[config.mk]
export PLATFORM = sky130hd
export DESIGN_NAME = sync_packet_deframer
export DESIGN_NICKNAME = d
export VERILOG_FILES = /design/src/sv/spd_pkg.sv /design/src/sv/spd_cfg_regs.sv /design/src/sv/spd_parser.sv /design/src/sv/sync_packet_deframer.sv
export VERILOG_INCLUDE_DIRS = /design/src /design/src/sv
export SDC_FILE = /design/constraint.sdc
export NUM_CORES = 1
export LEC_CHECK = 0
export BUFFER_PORTS_ARGS = -buffer_cell sky130_fd_sc_hd__buf_2
export CAP_MARGIN = 30
export CORE_ASPECT_RATIO = 2
export CORE_MARGIN = 2
export CORE_UTILIZATION = 50
export DETAILED_ROUTE_END_ITERATION = 10
export PLACE_DENSITY = 0.7
export SLEW_MARGIN = 25
export SYNTH_ARGS = -nofsm -noshare
export SYNTH_HDL_FRONTEND = slang
export SYNTH_SLANG_ARGS = --single-unit
[constraint.sdc]
create_clock -name clk_i -period 8.3 [get_ports clk_i]
set_input_delay 1.66 -clock clk_i [delete_from_list [all_inputs] [get_ports clk_i]]
set_output_delay 1.66 -clock clk_i [all_outputs]
set_load 0.01 [all_outputs]
[src/sv/sync_packet_deframer_assert.svh]
// Assertion macros shared by the deframer RTL.
`ifndef SYNC_PACKET_DEFRAMER_ASSERT_SVH
`define SYNC_PACKET_DEFRAMER_ASSERT_SVH

// Same-cycle implication, sampled on clk_i, off while rst_ni is low.
`define SPD_ASSERT_NOW(label, ante, cons) \
  label: assert property (@(posedge clk_i) disable iff (!rst_ni) (ante) |-> (cons)) \
    else $error("deframer assertion failed");

// Next-cycle implication, sampled on clk_i, off while rst_ni is low.
`define SPD_ASSERT_NEXT(label, ante, cons) \
  label: assert property (@(posedge clk_i) disable iff (!rst_ni) (ante) |=> (cons)) \
    else $error("deframer assertion failed");

`endif

[src/sv/spd_pkg.sv]
// Shared types and constants of the sync packet deframer.
`default_nettype none

package spd_pkg;

  localparam int unsigned BYTE_W       = 8;
  localparam int unsigned NUM_TYPES    = 4;
  localparam int unsigned NUM_SIZE_REGS = 4;
  localparam int unsigned SIZE_IDX_W   = $clog2(NUM_SIZE_REGS);
  localparam int unsigned CFG_IDX_W    = 8;

  localparam logic [BYTE_W-1:0] SYNC_FIRST     = 8'hAA;
  localparam logic [BYTE_W-1:0] SYNC_SECOND    = 8'h55;
  localparam logic [BYTE_W-1:0] MIN_SIZE       = 8'd3;
  localparam logic [BYTE_W-1:0] BODY_START_POS = 8'd2;

  typedef enum logic [1:0] {
    ST_OK         = 2'd0,
    ST_UNKNOWN    = 2'd1,
    ST_WRONG_SIZE = 2'd2,
    ST_CHECKSUM   = 2'd3
  } status_e;

  typedef struct packed {
    status_e           status;
    logic              byte_valid;
    logic [BYTE_W-1:0] data_byte;
    logic [BYTE_W-1:0] byte_index;
    logic              packet_done;
    logic [1:0]        packet_type;
  } result_t;

endpackage

`default_nettype wire

[src/sv/spd_cfg_regs.sv]
// Per-type expected packet size registers with id lookup.
`default_nettype none

module spd_cfg_regs (
  input  wire logic                          clk_i,
  input  wire logic                          rst_ni,
  input  wire logic                          cfg_we_i,
  input  wire logic [spd_pkg::CFG_IDX_W-1:0] cfg_index_i,
  input  wire logic [spd_pkg::BYTE_W-1:0]    cfg_data_i,
  input  wire logic [spd_pkg::BYTE_W-1:0]    lookup_id_i,
  output logic      [spd_pkg::BYTE_W-1:0]    exp_size_o
);
  import spd_pkg::*;

  logic [BYTE_W-1:0] size_q [NUM_SIZE_REGS];

  // Drop writes to indexes beyond the register list.
  always_ff @(posedge clk_i or negedge rst_ni) begin
    if (!rst_ni) begin
      for (int i = 0; i < NUM_SIZE_REGS; i++) begin
        size_q[i] <= '0;
      end
    end else if (cfg_we_i && (cfg_index_i < CFG_IDX_W'(NUM_SIZE_REGS))) begin
      size_q[cfg_index_i[SIZE_IDX_W-1:0]] <= cfg_data_i;
    end
  end

  // Ids without a register expect size zero, so they always fail the size check.
  assign exp_size_o = (lookup_id_i < BYTE_W'(NUM_SIZE_REGS)) ?
                      size_q[lookup_id_i[SIZE_IDX_W-1:0]] : '0;

endmodule

`default_nettype wire

[src/sv/spd_parser.sv]
// Deframing state machine: one byte per advance, result registered.
`default_nettype none

module spd_parser #(
  parameter int unsigned NUM_TYPES = spd_pkg::NUM_TYPES
) (
  input  wire logic                       clk_i,
  input  wire logic                       rst_ni,
  input  wire logic                       advance_i,
  input  wire logic [spd_pkg::BYTE_W-1:0] rx_byte_i,
  input  wire logic [spd_pkg::BYTE_W-1:0] exp_size_i,
  output spd_pkg::result_t                result_o
);
  import spd_pkg::*;

  typedef enum logic [2:0] {
    PH_HUNT  = 3'd0,
    PH_SYNC2 = 3'd1,
    PH_ID    = 3'd2,
    PH_SIZE  = 3'd3,
    PH_BODY  = 3'd4
  } phase_e;

  phase_e            phase_q, phase_d;
  logic [1:0]        type_id_q, type_id_d;
  logic [BYTE_W-1:0] pos_q, pos_d;
  logic [BYTE_W-1:0] len_q, len_d;
  logic [BYTE_W-1:0] xor_q, xor_d;
  result_t           res_q, res_d;
  logic              last_byte;

  assign last_byte = ({1'b0, pos_q} + 9'd1) >= {1'b0, len_q};

  always_comb begin
    phase_d   = phase_q;
    type_id_d = type_id_q;
    pos_d     = pos_q;
    len_d     = len_q;
    xor_d     = xor_q;
    res_d     = '0;
    res_d.status = ST_OK;
    case (phase_q)
      PH_SYNC2: begin
        if (rx_byte_i == SYNC_SECOND) begin
          phase_d = PH_ID;
        end else begin
          phase_d      = PH_HUNT;
          res_d.status = ST_UNKNOWN;
        end
      end
      PH_ID: begin
        if (rx_byte_i >= BYTE_W'(NUM_TYPES)) begin
          phase_d      = PH_HUNT;
          res_d.status = ST_UNKNOWN;
        end else begin
          type_id_d = rx_byte_i[1:0];
          len_d     = exp_size_i;
          xor_d     = rx_byte_i;
          phase_d   = PH_SIZE;
        end
      end
      PH_SIZE: begin
        if ((rx_byte_i != len_q) || (rx_byte_i < MIN_SIZE)) begin
          phase_d      = PH_HUNT;
          res_d.status = ST_WRONG_SIZE;
        end else begin
          xor_d   = xor_q ^ rx_byte_i;
          pos_d   = BODY_START_POS;
          phase_d = PH_BODY;
        end
      end
      PH_BODY: begin
        xor_d            = xor_q ^ rx_byte_i;
        res_d.byte_valid = 1'b1;
        res_d.data_byte  = rx_byte_i;
        res_d.byte_index = pos_q;
        if (last_byte) begin
          phase_d = PH_HUNT;
          if (xor_d == '0) begin
            res_d.packet_done = 1'b1;
          end else begin
            res_d.status = ST_CHECKSUM;
          end
        end else begin
          pos_d = pos_q + 8'd1;
        end
      end
      default: begin
        if (rx_byte_i == SYNC_FIRST) begin
          phase_d = PH_SYNC2;
        end else begin
          phase_d      = PH_HUNT;
          res_d.status = ST_UNKNOWN;
        end
      end
    endcase
    res_d.packet_type = type_id_d;
  end

  always_ff @(posedge clk_i or negedge rst_ni) begin
    if (!rst_ni) begin
      phase_q   <= PH_HUNT;
      type_id_q <= '0;
      pos_q     <= '0;
      len_q     <= '0;
      xor_q     <= '0;
      res_q     <= '0;
    end else if (advance_i) begin
      phase_q   <= phase_d;
      type_id_q <= type_id_d;
      pos_q     <= pos_d;
      len_q     <= len_d;
      xor_q     <= xor_d;
      res_q     <= res_d;
    end
  end

  assign result_o = res_q;

endmodule

`default_nettype wire

[src/sv/sync_packet_deframer.sv]
// Top level of the sync packet deframer.
//
//   channel | direction | handshake               | payload
//   --------+-----------+-------------------------+----------------------------------
//   in      | in        | in_valid_i / in_stall_o | rx_byte_i
//   out     | out       | out_valid_o/ out_stall_i| status_o, byte_valid_o,
//           |           |                         | data_byte_o, byte_index_o,
//           |           |                         | packet_done_o, packet_type_o
//   cfg     | in        | cfg_we_i                | cfg_index_i, cfg_data_i
//
// A word is parsed into the free result register; one word per cycle is sustained
// without output stalls, set by the single parse step between the two registers.
// Reset (rst_ni low, asynchronous) empties both registers, restarts the sync hunt
// and clears the size registers.
// A stall on the output holds the result; the input register keeps taking one
// more word, then in_stall_o rises until the result is taken.
`default_nettype none

module sync_packet_deframer #(
  parameter int unsigned NUM_TYPES = spd_pkg::NUM_TYPES
) (
  input  wire logic                          clk_i,
  input  wire logic                          rst_ni,
  input  wire logic                          cfg_we_i,
  input  wire logic [spd_pkg::CFG_IDX_W-1:0] cfg_index_i,
  input  wire logic [spd_pkg::BYTE_W-1:0]    cfg_data_i,
  input  wire logic                          in_valid_i,
  output logic                               in_stall_o,
  input  wire logic [spd_pkg::BYTE_W-1:0]    rx_byte_i,
  output logic                               out_valid_o,
  input  wire logic                          out_stall_i,
  output logic      [1:0]                    status_o,
  output logic                               byte_valid_o,
  output logic      [spd_pkg::BYTE_W-1:0]    data_byte_o,
  output logic      [spd_pkg::BYTE_W-1:0]    byte_index_o,
  output logic                               packet_done_o,
  output logic      [1:0]                    packet_type_o
);
  import spd_pkg::*;

  logic              in_valid_q, in_valid_d;
  logic [BYTE_W-1:0] in_byte_q;
  logic              out_valid_q, out_valid_d;
  logic              out_ready;
  logic              in_ready;
  logic              advance;
  logic              in_take;
  logic [BYTE_W-1:0] exp_size;
  result_t           result;

  // Advance a word into the result register whenever that register is free or
  // being emptied this cycle.
  assign out_ready = !out_valid_q || !out_stall_i;
  assign advance   = in_valid_q && out_ready;
  assign in_ready  = !in_valid_q || advance;
  assign in_take   = in_valid_i && in_ready;

  always_comb begin
    in_valid_d = in_valid_q;
    if (in_take) begin
      in_valid_d = 1'b1;
    end else if (advance) begin
      in_valid_d = 1'b0;
    end
    out_valid_d = out_valid_q;
    if (advance) begin
      out_valid_d = 1'b1;
    end else if (out_ready) begin
      out_valid_d = 1'b0;
    end
  end

  always_ff @(posedge clk_i or negedge rst_ni) begin
    if (!rst_ni) begin
      in_valid_q  <= 1'b0;
      out_valid_q <= 1'b0;
    end else begin
      in_valid_q  <= in_valid_d;
      out_valid_q <= out_valid_d;
    end
  end

  // Capture the incoming word; no reset needed on payload.
  always_ff @(posedge clk_i) begin
    if (in_take) begin
      in_byte_q <= rx_byte_i;
    end
  end

  spd_cfg_regs u_cfg_regs (
    .clk_i       (clk_i),
    .rst_ni      (rst_ni),
    .cfg_we_i    (cfg_we_i),
    .cfg_index_i (cfg_index_i),
    .cfg_data_i  (cfg_data_i),
    .lookup_id_i (in_byte_q),
    .exp_size_o  (exp_size)
  );

  spd_parser #(
    .NUM_TYPES (NUM_TYPES)
  ) u_parser (
    .clk_i      (clk_i),
    .rst_ni     (rst_ni),
    .advance_i  (advance),
    .rx_byte_i  (in_byte_q),
    .exp_size_i (exp_size),
    .result_o   (result)
  );

  assign in_stall_o    = !in_ready;
  assign out_valid_o   = out_valid_q;
  assign status_o      = result.status;
  assign byte_valid_o  = result.byte_valid;
  assign data_byte_o   = result.data_byte;
  assign byte_index_o  = result.byte_index;
  assign packet_done_o = result.packet_done;
  assign packet_type_o = result.packet_type;

`include "sync_packet_deframer_assert.svh"

  // A finished packet is always a good body word.
  `SPD_ASSERT_NOW(a_done_is_ok, out_valid_o && packet_done_o, (status_o == ST_OK) && byte_valid_o)
  // Body words start at position two.
  `SPD_ASSERT_NOW(a_body_index, out_valid_o && byte_valid_o, byte_index_o >= BODY_START_POS)
  // Input backs up only behind a held result.
  `SPD_ASSERT_NOW(a_stall_cause, in_stall_o, out_valid_o && out_stall_i)
  // With nothing queued, a taken result leaves the output empty.
  `SPD_ASSERT_NEXT(a_drain, out_valid_o && !out_stall_i && !in_valid_q, !out_valid_o)

endmodule

`default_nettype wire

* Word-level counts from Yosys, hierarchy flattened *
Index checks and enable logic that the tools add are counted.

cells by class
  add/subtract/negate cells = 2
  order comparisons = 8
  equal/unequal tests = 11
  muxes and demuxes = 33
  bitwise logic cells = 4
  reductions and logical operators = 20

operators by type and width
  cell                   number
  $mux W8                8
  $bwmux W32             1
  $pmux W8 S3            1
  $mux W18               1
  $bmux W8 S2            1
  $demux W8 S2           1
  $lt A8 B3 Y1 const B   2
  $pmux W8 S2            1
  $pmux W3 S4            1
  $mux W1                10
  $mux W2                5
  $add A8 B1 Y9 const B  1
  $ge A9 B8 Y1           1
  $add A8 B1 Y8 const B  1
  $eq A8 B7 Y1 const B   1
  $eq A8 B8 Y1 const B   1
  $ge A8 B3 Y1 const B   1
  $logic_not A8 Y1       1
  $lt A8 B2 Y1 const B   1
  $ne A8 B8 Y1           1
  $pmux W2 S4            1
  $reduce_and A4 Y1      2
  $xor A8 B8 Y8          1
  $eq A3 B2 Y1 const B   2
  other kinds (16)       31

word-level totals
  register bits = 91
  input bits = 29
  output and inout port bits = 24
  word-level logic and storage cells = 95

* Longest topological paths before layout *
Gate-level depths: netlist of the first run.

  word-level depth = 6
  mapped depth = 12
  mapped depth without buffers = 11

* Hierarchy *
Synthesis of the first run repeated with hierarchy kept, for this count alone.

unflattened totals
  cell total of the unflattened synthesis = 408
  area, all modules = 4635.7 µm²

by module, submodules not included
  module                times used  cells each  area an instance (µm²)  seq. area each (µm²)
  spd_parser            1           300         2790.2                  1226.2
  spd_cfg_regs          1           92          1512.7                  800.8
  sync_packet_deframer  1           16          332.8                   290.3

* Worst setup path after synthesis of the first run *
OpenSTA, ideal clock, no wires.

  path kind = input-to-output
  start = in out_stall_i
  end = out in_stall_o
  arrival time = 1.843 ns
  data required time = 6.640 ns
  path slack = 4.797 ns
  cell stages on the path = 2
  buffers on the path = 0
  path through = nand3_1 -> inv_1

between the ends
  word-level cells in the longest chain between the ends = 5

ends and longest elaborated chain
  what                 line                         text
  from (decl)          sync_packet_deframer.sv:31   input wire logic out_stall_i,
  $logic_not A1 Y1     sync_packet_deframer.sv:53   assign out_ready = !out_valid_q || !out_stall_i;
  $logic_or A1 B1 Y1   sync_packet_deframer.sv:53
  $logic_and A1 B1 Y1  sync_packet_deframer.sv:54   assign advance = in_valid_q && out_ready;
  $logic_or A1 B1 Y1   sync_packet_deframer.sv:55   assign in_ready = !in_valid_q || advance;
  $logic_not A1 Y1     sync_packet_deframer.sv:111  assign in_stall_o = !in_ready;
  to (decl)            sync_packet_deframer.sv:28   output logic in_stall_o,

No other way between the ends.

* Worst setup path after layout of the first run *
Ends and elaborated chain as after synthesis.

==> flow_metrics.py, run 1 <==
metrics = {
    "synth": {
        "synthSimpleGateAreaFrac": 0.107,
        "syn-instance-count": 349,
        "avgSynthCellArea_um2": 12.5,
        "synth.area.top_cells": "dfrtp_1 48%, mux2_2 11%, edfxtp_1 5.5%",
        "yosys.area.top_type_share": 0.477,
        "ys_top_cells_by_count": "83 x dfrtp_1, 41 x mux2_2, 34 x nand2_1",
        "syn_nets": 387,
        "synth-seq-cells": 91,
        "ys_types": 48,
        "async_flop_share": 0.912,
        "synth_top_family_by_area": "multiplexers",
        "ys_warn_count": 0,
        "synth-compound-area-share": 0.105,
        "muxShareOfSynthArea": 0.153,
        "netlist_area_um2": 4350,
        "synth_xor_area_frac": 0.0463,
        "yosysTopAreaCell": "dfrtp_1",
        "synthMostInstantiatedCell": "dfrtp_1",
        "synthAdderAreaFrac": 0.0259,
        "synth-edff-count": 8,
        "synth_seq_area_share": 0.532,
        "synth_ff_type": "dfrtp_1",
    },
    "power": {
        "p_per_area_nw_per_um2": 197,
        "ir_worst_vdd_v": 0.000160,
        "leakage_nw": 2.43,
    },
    "status": {
        "outcome": "finished clean",
    },
    "critical_path": {
        "worstPathArrival_ns": 2.07,
        "path_class": "in2out",
        "cp_max_fo": 3,
        "worstSetupEndpointType": "output port",
        "startpoint_type": "primary input",
        "required_ns": 6.64,
    },
    "timing": {
        "maxSlewHeadroom": 0.463,
        "worst_pin_slew_ns": 0.804,
        "period_share": 0.449,
        "hold_viol": 0,
        "rsz0062_at_grt": "no",
        "finalMaxSlewViolations": 0,
        "period_minus_slack_ns": 3.73,
        "finalClockSkew_ns": 0.00495,
        "tns_ns": 0,
        "setup-violations-final": 0,
        "fmax_ghz": 0.268,
    },
    "floorplan": {
        "die_h_um": 136,
        "dieArea_um2": 9520,
        "rows": 48,
        "die_w_um": 70.0,
        "start_util": 0.511,
        "fp.coreArea_um2": 8530,
        "num_io_pins": 53,
    },
    "placement": {
        "dp.final_hpwl_mm": 6.48,
        "place.gp.congestion": 0.887,
        "portBuffers": 52,
        "dp.cells": 486,
    },
    "drt": {
        "wl_met2_mm": 5.01,
        "drtPass1Iterations": 4,
        "wl_met3_um": 273,
        "vias": 2929,
        "drc_errors": 0,
        "drt_first_iter_violations": 191,
        "highest_layer": "met4",
        "wl_mm": 8.77,
        "postRouteAntennaNets": 0,
        "wire_per_inst_um": 17.5,
        "routed_via_density": 5.83,
        "wirelength_met1_mm": 3.28,
    },
    "finish": {
        "synthToLayoutAreaGrowth_pct": 15.3,
        "layout-drive-gt1-share": 0.321,
        "diodes": 0,
        "final_cells": 502,
        "nets": 435,
    },
    "clocking": {
        "ctsRootBufferMaster": "clkbuf_16",
        "clkTransAtPathRegs_ns": 0.06,
        "cts_hold_buf": 0,
        "cts-resized-gates": 0,
        "cts_tree": "yes",
        "h-tree-depth": 3,
        "cts_buffer_depth": 2,
        "numCtsBuffers": 9,
        "cts_setup_buffers": 0,
        "clk_latency_ns": 0.34,
        "clock-sinks": 91,
    },
    "grt": {
        "overflow": 0,
        "track_usage": 0.200,
        "grt_max_degree": 50,
        "grt_pass1_vias": 3031,
        "grt_pass1_wl_mm": 14.7,
        "antenna_found_initial": 0,
    },
    "flow_run": {
        "cap_violations": 0,
    },
    "worst_hold_path": {
        "worstHoldPathType": "reg2reg",
    },
}
metrics by stage:
step                      hold slack (ns)  instance area, µm²  setup slack (ns)  total power, mW   util
after floorplan                     0.470                4350              4.80            0.539      -
after global placement              0.459                4670              4.60            0.567  0.548
after detailed placement            0.471                4700              4.58            0.573  0.552
after CTS                           0.486                5020              4.57            0.999  0.588
after global routing                0.511                5020              4.55             1.02  0.588
final                               0.482                5020              4.57            0.988  0.588
routing by layer:
metal  up-vias  track usage
li1       1365            -
met1      1483        0.215
met2        63        0.366
met3        18       0.0452
met4         0       0.0929
met5         -            0
kinds of logic (layout without fill, tap and decap cells):
group / Yosys count / after routing
xor+xnor: 23 / 23
simple gates: 85 / 85
flops: 91 / 91
mux: 51 / 51
buf+inv: 31 / 84
fa+ha+maj: 9 / 9
compound gates: 59 / 59
final timing paths:
| path | end | slack [ns] | start | cells after the start |
|---|---|---|---|---|
| max in group asynchronous | in_valid_q$_DFFE_PN0P_ | 6.43 | rst_ni | 2 |
| min in group asynchronous | u_cfg_regs.size_q[1]$_DFFE_PN0P_ | 1.27 | rst_ni | 1 |
| worst max register to register | u_parser.pos_q[0]$_DFFE_PN0P_ | 4.95 | u_parser.pos_q[0]$_DFFE_PN0P_ | 11 |
| worst min-delay path | u_parser.result_o[21]$_DFFE_PN0P_ | 0.48 | u_parser.result_o[21]$_DFFE_PN0P_ | 1 |
| worst min register to register | u_parser.result_o[21]$_DFFE_PN0P_ | 0.48 | u_parser.result_o[21]$_DFFE_PN0P_ | 1 |
| worst max-delay path | in_stall_o | 4.57 | out_stall_i | 4 |
sequential cells by signal (all words and copies together), names as in the netlist:
register	cells
u_parser.phase_q	3
u_cfg_regs.size_q	32
in_valid_q	1
u_parser.pos_q	8
in_byte_q	8
u_parser.type_id_q	2
out_valid_o	1
u_parser.xor_q	8
u_parser.len_q	8
u_parser.result_o	20
layout make-up:
| cell class | count | area [µm²] |
|---|---|---|
| Clock buffer | 13 | 270 |
| Clock inverter | 3 | 43.8 |
| Fill cell | 709 | 3510 |
| Inverter | 12 | 45.0 |
| Multi-Input combinational cell | 227 | 1900 |
| Sequential cell | 91 | 2320 |
| Tap cell | 100 | 125 |
| Timing Repair Buffer | 56 | 313 |
worst max-delay path, cell delays in order:
cell     delay (ns)
buf_2          0.10
nand3_1        0.12
inv_1          0.05
buf_2          0.13
power breakdown:
group	internal (mW)	total (mW)	switching, mW	leakage [nW]
Combinational	0.0336	0.0742	0.0406	1.08
Clock	0.259	0.424	0.166	0.156
Sequential	0.469	0.489	0.0198	1.20
placed cells by master, fill, tap and decap left out, drive strengths merged, types with 2 or more instances in the layout:
cell type / synthesis / routed
a21o: 2 / 2
a21oi: 5 / 5
a22o: 22 / 22
and2: 4 / 4
and4: 2 / 2
buf: 10 / 56
clkbuf: 9 / 13
dfrtp: 83 / 83
edfxtp: 8 / 8
ha: 9 / 9
inv: 12 / 13
mux2: 42 / 42
mux4: 8 / 8
nand2: 34 / 34
nand2b: 3 / 3
nand3: 13 / 13
nand3b: 2 / 2
nor2: 7 / 7
nor3: 5 / 5
nor3b: 3 / 3
nor4: 5 / 5
o21ai: 14 / 14
o221ai: 8 / 8
xnor2: 4 / 4
xor2: 19 / 19
No activity file was read; power rests on OpenSTA's default activity.
==> run 2: changes to the inputs <==
--- a/config.mk
+++ b/config.mk
@@ -6,13 +6,14 @@
 export SDC_FILE = /design/constraint.sdc
 export NUM_CORES = 1
 export LEC_CHECK = 0
+export ABC_AREA = 1
 export BUFFER_PORTS_ARGS = -buffer_cell sky130_fd_sc_hd__buf_2
 export CAP_MARGIN = 30
 export CORE_ASPECT_RATIO = 2
 export CORE_MARGIN = 2
 export CORE_UTILIZATION = 50
 export DETAILED_ROUTE_END_ITERATION = 10
-export PLACE_DENSITY = 0.7
+export PLACE_DENSITY = 0.73
 export SLEW_MARGIN = 25
 export SYNTH_ARGS = -nofsm -noshare
 export SYNTH_HDL_FRONTEND = slang
==> constraint.sdc (replaced) <==
create_clock -name clk_i -period 3.35 [get_ports clk_i]
set_input_delay 0.67 -clock clk_i [delete_from_list [all_inputs] [get_ports clk_i]]
set_output_delay 0.67 -clock clk_i [all_outputs]
set_load 0.01 [all_outputs]
==> flow_metrics.py, run 2 <==
metrics = {
    "status": {
        "outcome": "finished clean",
    },
    "synth": {
        "synth_xor_area_frac": 0.0196,
        "yosysTopAreaCell": "dfrtp_1",
        "synth_ff_type": "dfrtp_1",
        "syn-instance-count": 528,
        "netlist_area_um2": 4470,
        "muxShareOfSynthArea": 0.00252,
        "synth.area.top_cells": "dfrtp_1 46%, nand2_1 13%, o21ai_0 6.4%",
        "ys_top_cells_by_count": "150 x nand2_1, 83 x dfrtp_1, 57 x o21ai_0",
        "ys_warn_count": 0,
        "synthAdderAreaFrac": 0.0252,
        "synth-compound-area-share": 0.131,
        "synth_seq_area_share": 0.518,
        "avgSynthCellArea_um2": 8.47,
        "synth-seq-cells": 91,
        "ys_types": 36,
        "synth-edff-count": 8,
        "async_flop_share": 0.912,
        "synthMostInstantiatedCell": "nand2_1",
        "syn_nets": 566,
        "synth_top_family_by_area": "simple AND/OR/NAND/NOR gates",
        "synthSimpleGateAreaFrac": 0.242,
        "yosys.area.top_type_share": 0.465,
    },
    "grt": {
        "grt_pass1_vias": 3690,
        "overflow": 0,
        "grt_max_degree": 55,
        "track_usage": 0.224,
        "antenna_found_initial": 0,
        "grt_pass1_wl_mm": 17.1,
    },
    "clocking": {
        "cts_hold_buf": 0,
        "cts_buffer_depth": 2,
        "ctsRootBufferMaster": "clkbuf_16",
        "cts_tree": "yes",
        "h-tree-depth": 3,
        "clock-sinks": 91,
        "clk_latency_ns": 0.34,
        "clkTransAtPathRegs_ns": 0.06,
        "numCtsBuffers": 9,
        "cts-resized-gates": 0,
        "cts_setup_buffers": 0,
    },
    "finish": {
        "diodes": 0,
        "mostFrequentLayoutCells": "150 x nand2_1, 83 x dfrtp_1, 57 x o21ai_0",
        "regMostFlops": "u_cfg_regs.size_q",
        "largest_reg_flops": 32,
        "utilization": 0.592,
        "layout-drive-gt1-share": 0.171,
        "layout_commonest_cell": "nand2_1",
        "synthToLayoutAreaGrowth_pct": 14.6,
        "nets": 620,
    },
    "drt": {
        "drt_first_iter_violations": 266,
        "wl_mm": 9.95,
        "postRouteAntennaNets": 0,
        "wire_per_inst_um": 14.5,
        "drtPass1Iterations": 5,
        "vias": 3674,
        "routed_via_density": 5.36,
        "drc_errors": 0,
    },
    "floorplan": {
        "fp.coreArea_um2": 8650,
        "rows": 48,
        "start_util": 0.517,
        "num_io_pins": 53,
        "dieArea_um2": 9760,
        "die_h_um": 138,
        "die_w_um": 70.9,
    },
    "power": {
        "p_per_area_nw_per_um2": 443,
        "ir_worst_vdd_v": 0.000278,
        "leakage_nw": 2.65,
    },
    "timing": {
        "rsz0062_at_grt": "no",
        "fmax_ghz": 0.396,
        "whs_ns": 0.258,
        "period_share": 0.754,
        "setup-violations-final": 0,
        "finalMaxSlewViolations": 0,
        "worst_pin_slew_ns": 0.571,
        "period_minus_slack_ns": 2.52,
        "maxSlewHeadroom": 0.618,
        "hold_viol": 0,
        "finalClockSkew_ns": 0.00487,
        "tns_ns": 0,
    },
    "critical_path": {
        "worstPathArrival_ns": 2.75,
        "critical_path_buf_inv_count": 3,
        "crit_family": "simple AND/OR/NAND/NOR gates",
        "path_class": "reg2reg",
        "worstSetupEndpointType": "flop",
        "crit_path_top_delay_cell": "dfrtp_1",
        "cp_max_fo": 9,
        "startpoint_type": "flop",
        "crit_chain": "ha_1, nand2_1, inv_1, nand2_1, nor2_1, nand2_1, inv_1, nor2_1, ha_1, nand2_1, inv_1, nand2_1, nand2_1, nand2_1, nand3_1, nand2_2, nand2_4, nand2_1, nand2_1",
        "critical_path.max_stage_delay_ns": 0.43,
        "critical_path.most_common_cell": "nand2_1",
        "required_ns": 3.58,
    },
    "worst_hold_path": {
        "worstHoldPathType": "in2async",
    },
    "placement": {
        "place.gp.congestion": 0.903,
        "dp.final_hpwl_mm": 7.54,
        "portBuffers": 52,
    },
    "flow_run": {
        "cap_violations": 0,
    },
}
## run 2: metal layers
metal,share of wire,GRT usage,vias to the layer above
met1,0.38,0.248,1726
met4,0.031,0.108,0
met3,0.032,0.0366,22
li1,-,-,1841
met2,0.56,0.411,85
met5,0,0,-
## run 2: cell families after synthesis
family	after synthesis
compound gates	97
xor+xnor	10
fa+ha+maj	9
buf+inv	69
flops	91
mux	1
simple gates	251
## run 2: stage by stage
step                      setup slack, ns  area (µm²)  power [mW]  instances
after floorplan                      1.17        4470        1.29        528
after global placement               1.00        4820        1.36        670
after detailed placement            0.840        4850        1.37        671
after CTS                           0.841        5120        2.29        686
after global routing                0.513        5120        2.37        686
final                               0.826        5120        2.27        686
## run 2: area by class of cell
| cell class | instances | area (µm²) |
|---|---|---|
| fillers | 803 | 3530 |
| flip-flops and latches | 91 | 2320 |
| multi-input cells | 368 | 1880 |
| repair buffers | 58 | 328 |
| clock buffers | 11 | 243 |
| inverters | 54 | 203 |
| well taps | 100 | 125 |
| clock inverters | 4 | 27.5 |
## run 2: worst paths after layout
check | from | to | slack [ns] | cells past startpoint
setup reg to reg | u_parser.pos_q[0]$_DFFE_PN0P_ | u_parser.pos_q[6]$_DFFE_PN0P_ | 0.83 | 19
hold / removal | rst_ni | u_parser.result_o[5]$_DFFE_PN0P_ | 0.26 | 1
setup / recovery | u_parser.pos_q[0]$_DFFE_PN0P_ | u_parser.pos_q[6]$_DFFE_PN0P_ | 0.83 | 19
max in group asynchronous | rst_ni | u_parser.xor_q[3]$_DFFE_PN0P_ | 2.49 | 2
min in group clk_i | u_parser.result_o[19]$_DFFE_PN0P_ | u_parser.result_o[19]$_DFFE_PN0P_ | 0.47 | 2
hold reg to reg | u_parser.result_o[19]$_DFFE_PN0P_ | u_parser.result_o[19]$_DFFE_PN0P_ | 0.47 | 2
## run 2: power by group
group | internal, mW | switching, mW
Clock | 0.518 | 0.402
Sequential | 1.15 | 0.0224
Combinational | 0.0583 | 0.124
Total | 1.72 | 0.548
==> run 3: changes to the inputs <==
--- a/config.mk
+++ b/config.mk
@@ -6,14 +6,14 @@
 export SDC_FILE = /design/constraint.sdc
 export NUM_CORES = 1
 export LEC_CHECK = 0
-export ABC_AREA = 1
+export ABC_AREA = 0
 export BUFFER_PORTS_ARGS = -buffer_cell sky130_fd_sc_hd__buf_2
 export CAP_MARGIN = 30
 export CORE_ASPECT_RATIO = 2
 export CORE_MARGIN = 2
 export CORE_UTILIZATION = 50
 export DETAILED_ROUTE_END_ITERATION = 10
-export PLACE_DENSITY = 0.73
+export PLACE_DENSITY = 0.7
 export SLEW_MARGIN = 25
 export SYNTH_ARGS = -nofsm -noshare
 export SYNTH_HDL_FRONTEND = slang
==> constraint.sdc (replaced) <==
create_clock -name clk_i -period 2.7 [get_ports clk_i]
set_input_delay 0.54 -clock clk_i [delete_from_list [all_inputs] [get_ports clk_i]]
set_output_delay 0.54 -clock clk_i [all_outputs]
set_load 0.01 [all_outputs]
==> flow_metrics.py, run 3 (synthesis results as in run 1) <==
metrics = {
    "timing": {
        "hold_viol": 0,
        "finalMaxSlewViolations": 0,
        "period_share": 1.05,
        "worst_pin_slew_ns": 0.534,
        "rsz0062_at_grt": "yes",
        "finalClockSkew_ns": 0.0115,
        "worst_slack_ns": -0.127,
        "setup-violations-final": 7,
        "fmax_ghz": 0.354,
        "maxSlewHeadroom": 0.641,
        "period_minus_slack_ns": 2.83,
    },
    "floorplan": {
        "fp.coreArea_um2": 8530,
        "dieArea_um2": 9520,
        "die_h_um": 136,
        "start_util": 0.511,
        "rows": 48,
        "die_w_um": 70.0,
        "num_io_pins": 53,
    },
    "grt": {
        "grt_pass1_wl_mm": 15.6,
        "antenna_found_initial": 0,
        "grt_pass1_vias": 3159,
        "overflow": 0,
        "track_usage": 0.214,
        "grt_max_degree": 49,
    },
    "drt": {
        "postRouteAntennaNets": 0,
        "wire_per_inst_um": 17.8,
        "drc_errors": 0,
        "drt_first_iter_violations": 186,
        "highest_layer": "met4",
        "vias": 3012,
        "wl_mm": 9.31,
        "wl_met3_um": 292,
        "routed_via_density": 5.77,
        "drtPass1Iterations": 4,
        "wirelength_met1_mm": 3.39,
        "wl_met2_mm": 5.34,
    },
    "clocking": {
        "clock-sinks": 91,
        "numCtsBuffers": 9,
        "cts_hold_buf": 0,
        "cts_buffer_depth": 2,
        "clk_latency_ns": 0.35,
        "h-tree-depth": 3,
        "cts_setup_buffers": 0,
        "clkTransAtPathRegs_ns": 0.06,
        "ctsRootBufferMaster": "clkbuf_16",
        "cts_tree": "yes",
    },
    "placement": {
        "dp.final_hpwl_mm": 6.86,
        "place.gp.congestion": 0.871,
        "portBuffers": 52,
        "place_area_um2": 4860,
        "dp.cells": 506,
    },
    "finish": {
        "diodes": 0,
        "largest_reg_flops": 32,
        "nets": 455,
        "layout-drive-gt1-share": 0.367,
        "synthToLayoutAreaGrowth_pct": 19.3,
        "fillers": 696,
        "regMostFlops": "u_cfg_regs.size_q",
        "final_cells": 522,
        "layout_commonest_cell": "dfrtp_1",
        "mostFrequentLayoutCells": "83 x dfrtp_1, 51 x buf_2, 41 x mux2_2",
        "fin_area_um2": 5190,
    },
    "status": {
        "outcome": "complete, but fails checks",
        "violations": "setup timing",
    },
    "critical_path": {
        "startpoint_type": "flop",
        "worstPathArrival_ns": 3.05,
        "r2r-end": "u_parser.pos_q[0]$_DFFE_PN0P_",
        "r2r_cells": 10,
        "worstSetupEndpointType": "flop",
        "worstReg2RegStart": "u_parser.pos_q[0]$_DFFE_PN0P_",
        "required_ns": 2.93,
        "r2r_setup_slack_ns": -0.13,
        "path_class": "reg2reg",
        "cp_max_fo": 8,
    },
    "power": {
        "ir_worst_vdd_v": 0.000501,
        "p_per_area_nw_per_um2": 554,
        "leakage_nw": 2.52,
    },
    "flow_run": {
        "cap_violations": 0,
    },
    "worst_hold_path": {
        "worstHoldPathType": "in2async",
    },
}
==> run 3: cell count changes in the layout (fill, tap and decap cells not counted), moves of 16 or more <==
| cell | before | now |
|---|---|---|
| a22o_1 | 6 | 22 |
| buf_4 | 6 | 23 |
| inv_1 | 49 | 12 |
| mux2_2 | 1 | 41 |
| nand2_1 | 150 | 34 |
| nor2_1 | 41 | 5 |
| o21ai_0 | 57 | 5 |
==> run 3: stage by stage <==
stage | utilization | hold WS, ns | setup WS, ns | TNS [ns] | power (mW)
2_1_floorplan | - | 0.244 | -0.204 | -1.18 | 1.66
4_1_cts | 0.606 | 0.172 | -0.0942 | -0.404 | 2.90
6_report | 0.609 | 0.154 | -0.127 | -0.567 | 2.88
3_3_place_gp | 0.570 | 0.456 | -0.125 | -0.614 | 1.76
5_1_grt | 0.609 | 0.192 | -0.231 | -1.61 | 3.00
3_5_place_dp | 0.570 | 0.460 | -0.195 | -1.18 | 1.77
==> run 3: how the worst max path moves through the flow <==
stage	cells after the start	slack, ns	from	to
CTS	11	-0.09	u_parser.pos_q[0]$_DFFE_PN0P_	u_parser.pos_q[0]$_DFFE_PN0P_
global placement	11	-0.13	u_parser.pos_q[1]$_DFFE_PN0P_	u_parser.pos_q[0]$_DFFE_PN0P_
detailed placement	11	-0.19	u_parser.pos_q[1]$_DFFE_PN0P_	u_parser.pos_q[0]$_DFFE_PN0P_
floorplan	12	-0.20	u_parser.pos_q[0]$_DFFE_PN0P_	u_parser.pos_q[0]$_DFFE_PN0P_
global route	11	-0.23	u_parser.pos_q[0]$_DFFE_PN0P_	u_parser.pos_q[0]$_DFFE_PN0P_
finish	10	-0.13	u_parser.pos_q[0]$_DFFE_PN0P_	u_parser.pos_q[0]$_DFFE_PN0P_
==> run 3: worst max-delay path: stages (launching register included) <==
cell     delay, ns
dfrtp_1       0.36
ha_2          0.19
nand2_1       0.05
or2_4         0.26
xnor2_4       0.20
ha_4          0.23
a22o_1        0.21
o31a_1        0.25
or4_4         0.43
a21o_4        0.27
mux2_4        0.26
==> run 3: layout make-up <==
| cell class | count | area [µm²] | area share |
|---|---|---|---|
| Sequential cell | 91 | 2320 | 0.446 |
| Multi-Input combinational cell | 227 | 1980 | 0.381 |
| Timing Repair Buffer | 76 | 459 | 0.0884 |
| Clock buffer | 14 | 254 | 0.0489 |
| Tap cell | 100 | 125 | 0.0241 |
| Inverter | 12 | 45.0 | 0.00867 |
| Clock inverter | 2 | 12.5 | 0.00241 |
==> run 3: report_power, final <==
group	leakage [nW]	internal (mW)	total, mW	switching [mW]
logic	1.19	0.107	0.234	0.127
clock network	0.127	0.648	1.13	0.486
registers	1.20	1.44	1.51	0.0645
total	2.52	2.20	2.88	0.677
==> run 3: layer usage <==
metal  global-route usage  vias up
li1                     -     1411
met1                0.224     1506
met2                0.405       73
met3               0.0385       22
met4                0.104        0
met5                    0        -
==> run 3: what timing repair did <==
item                                    4_1_cts  5_1_grt
pin swaps                                    10        8
endpoints found under the setup margin        8       10
gates resized for setup                       6        6
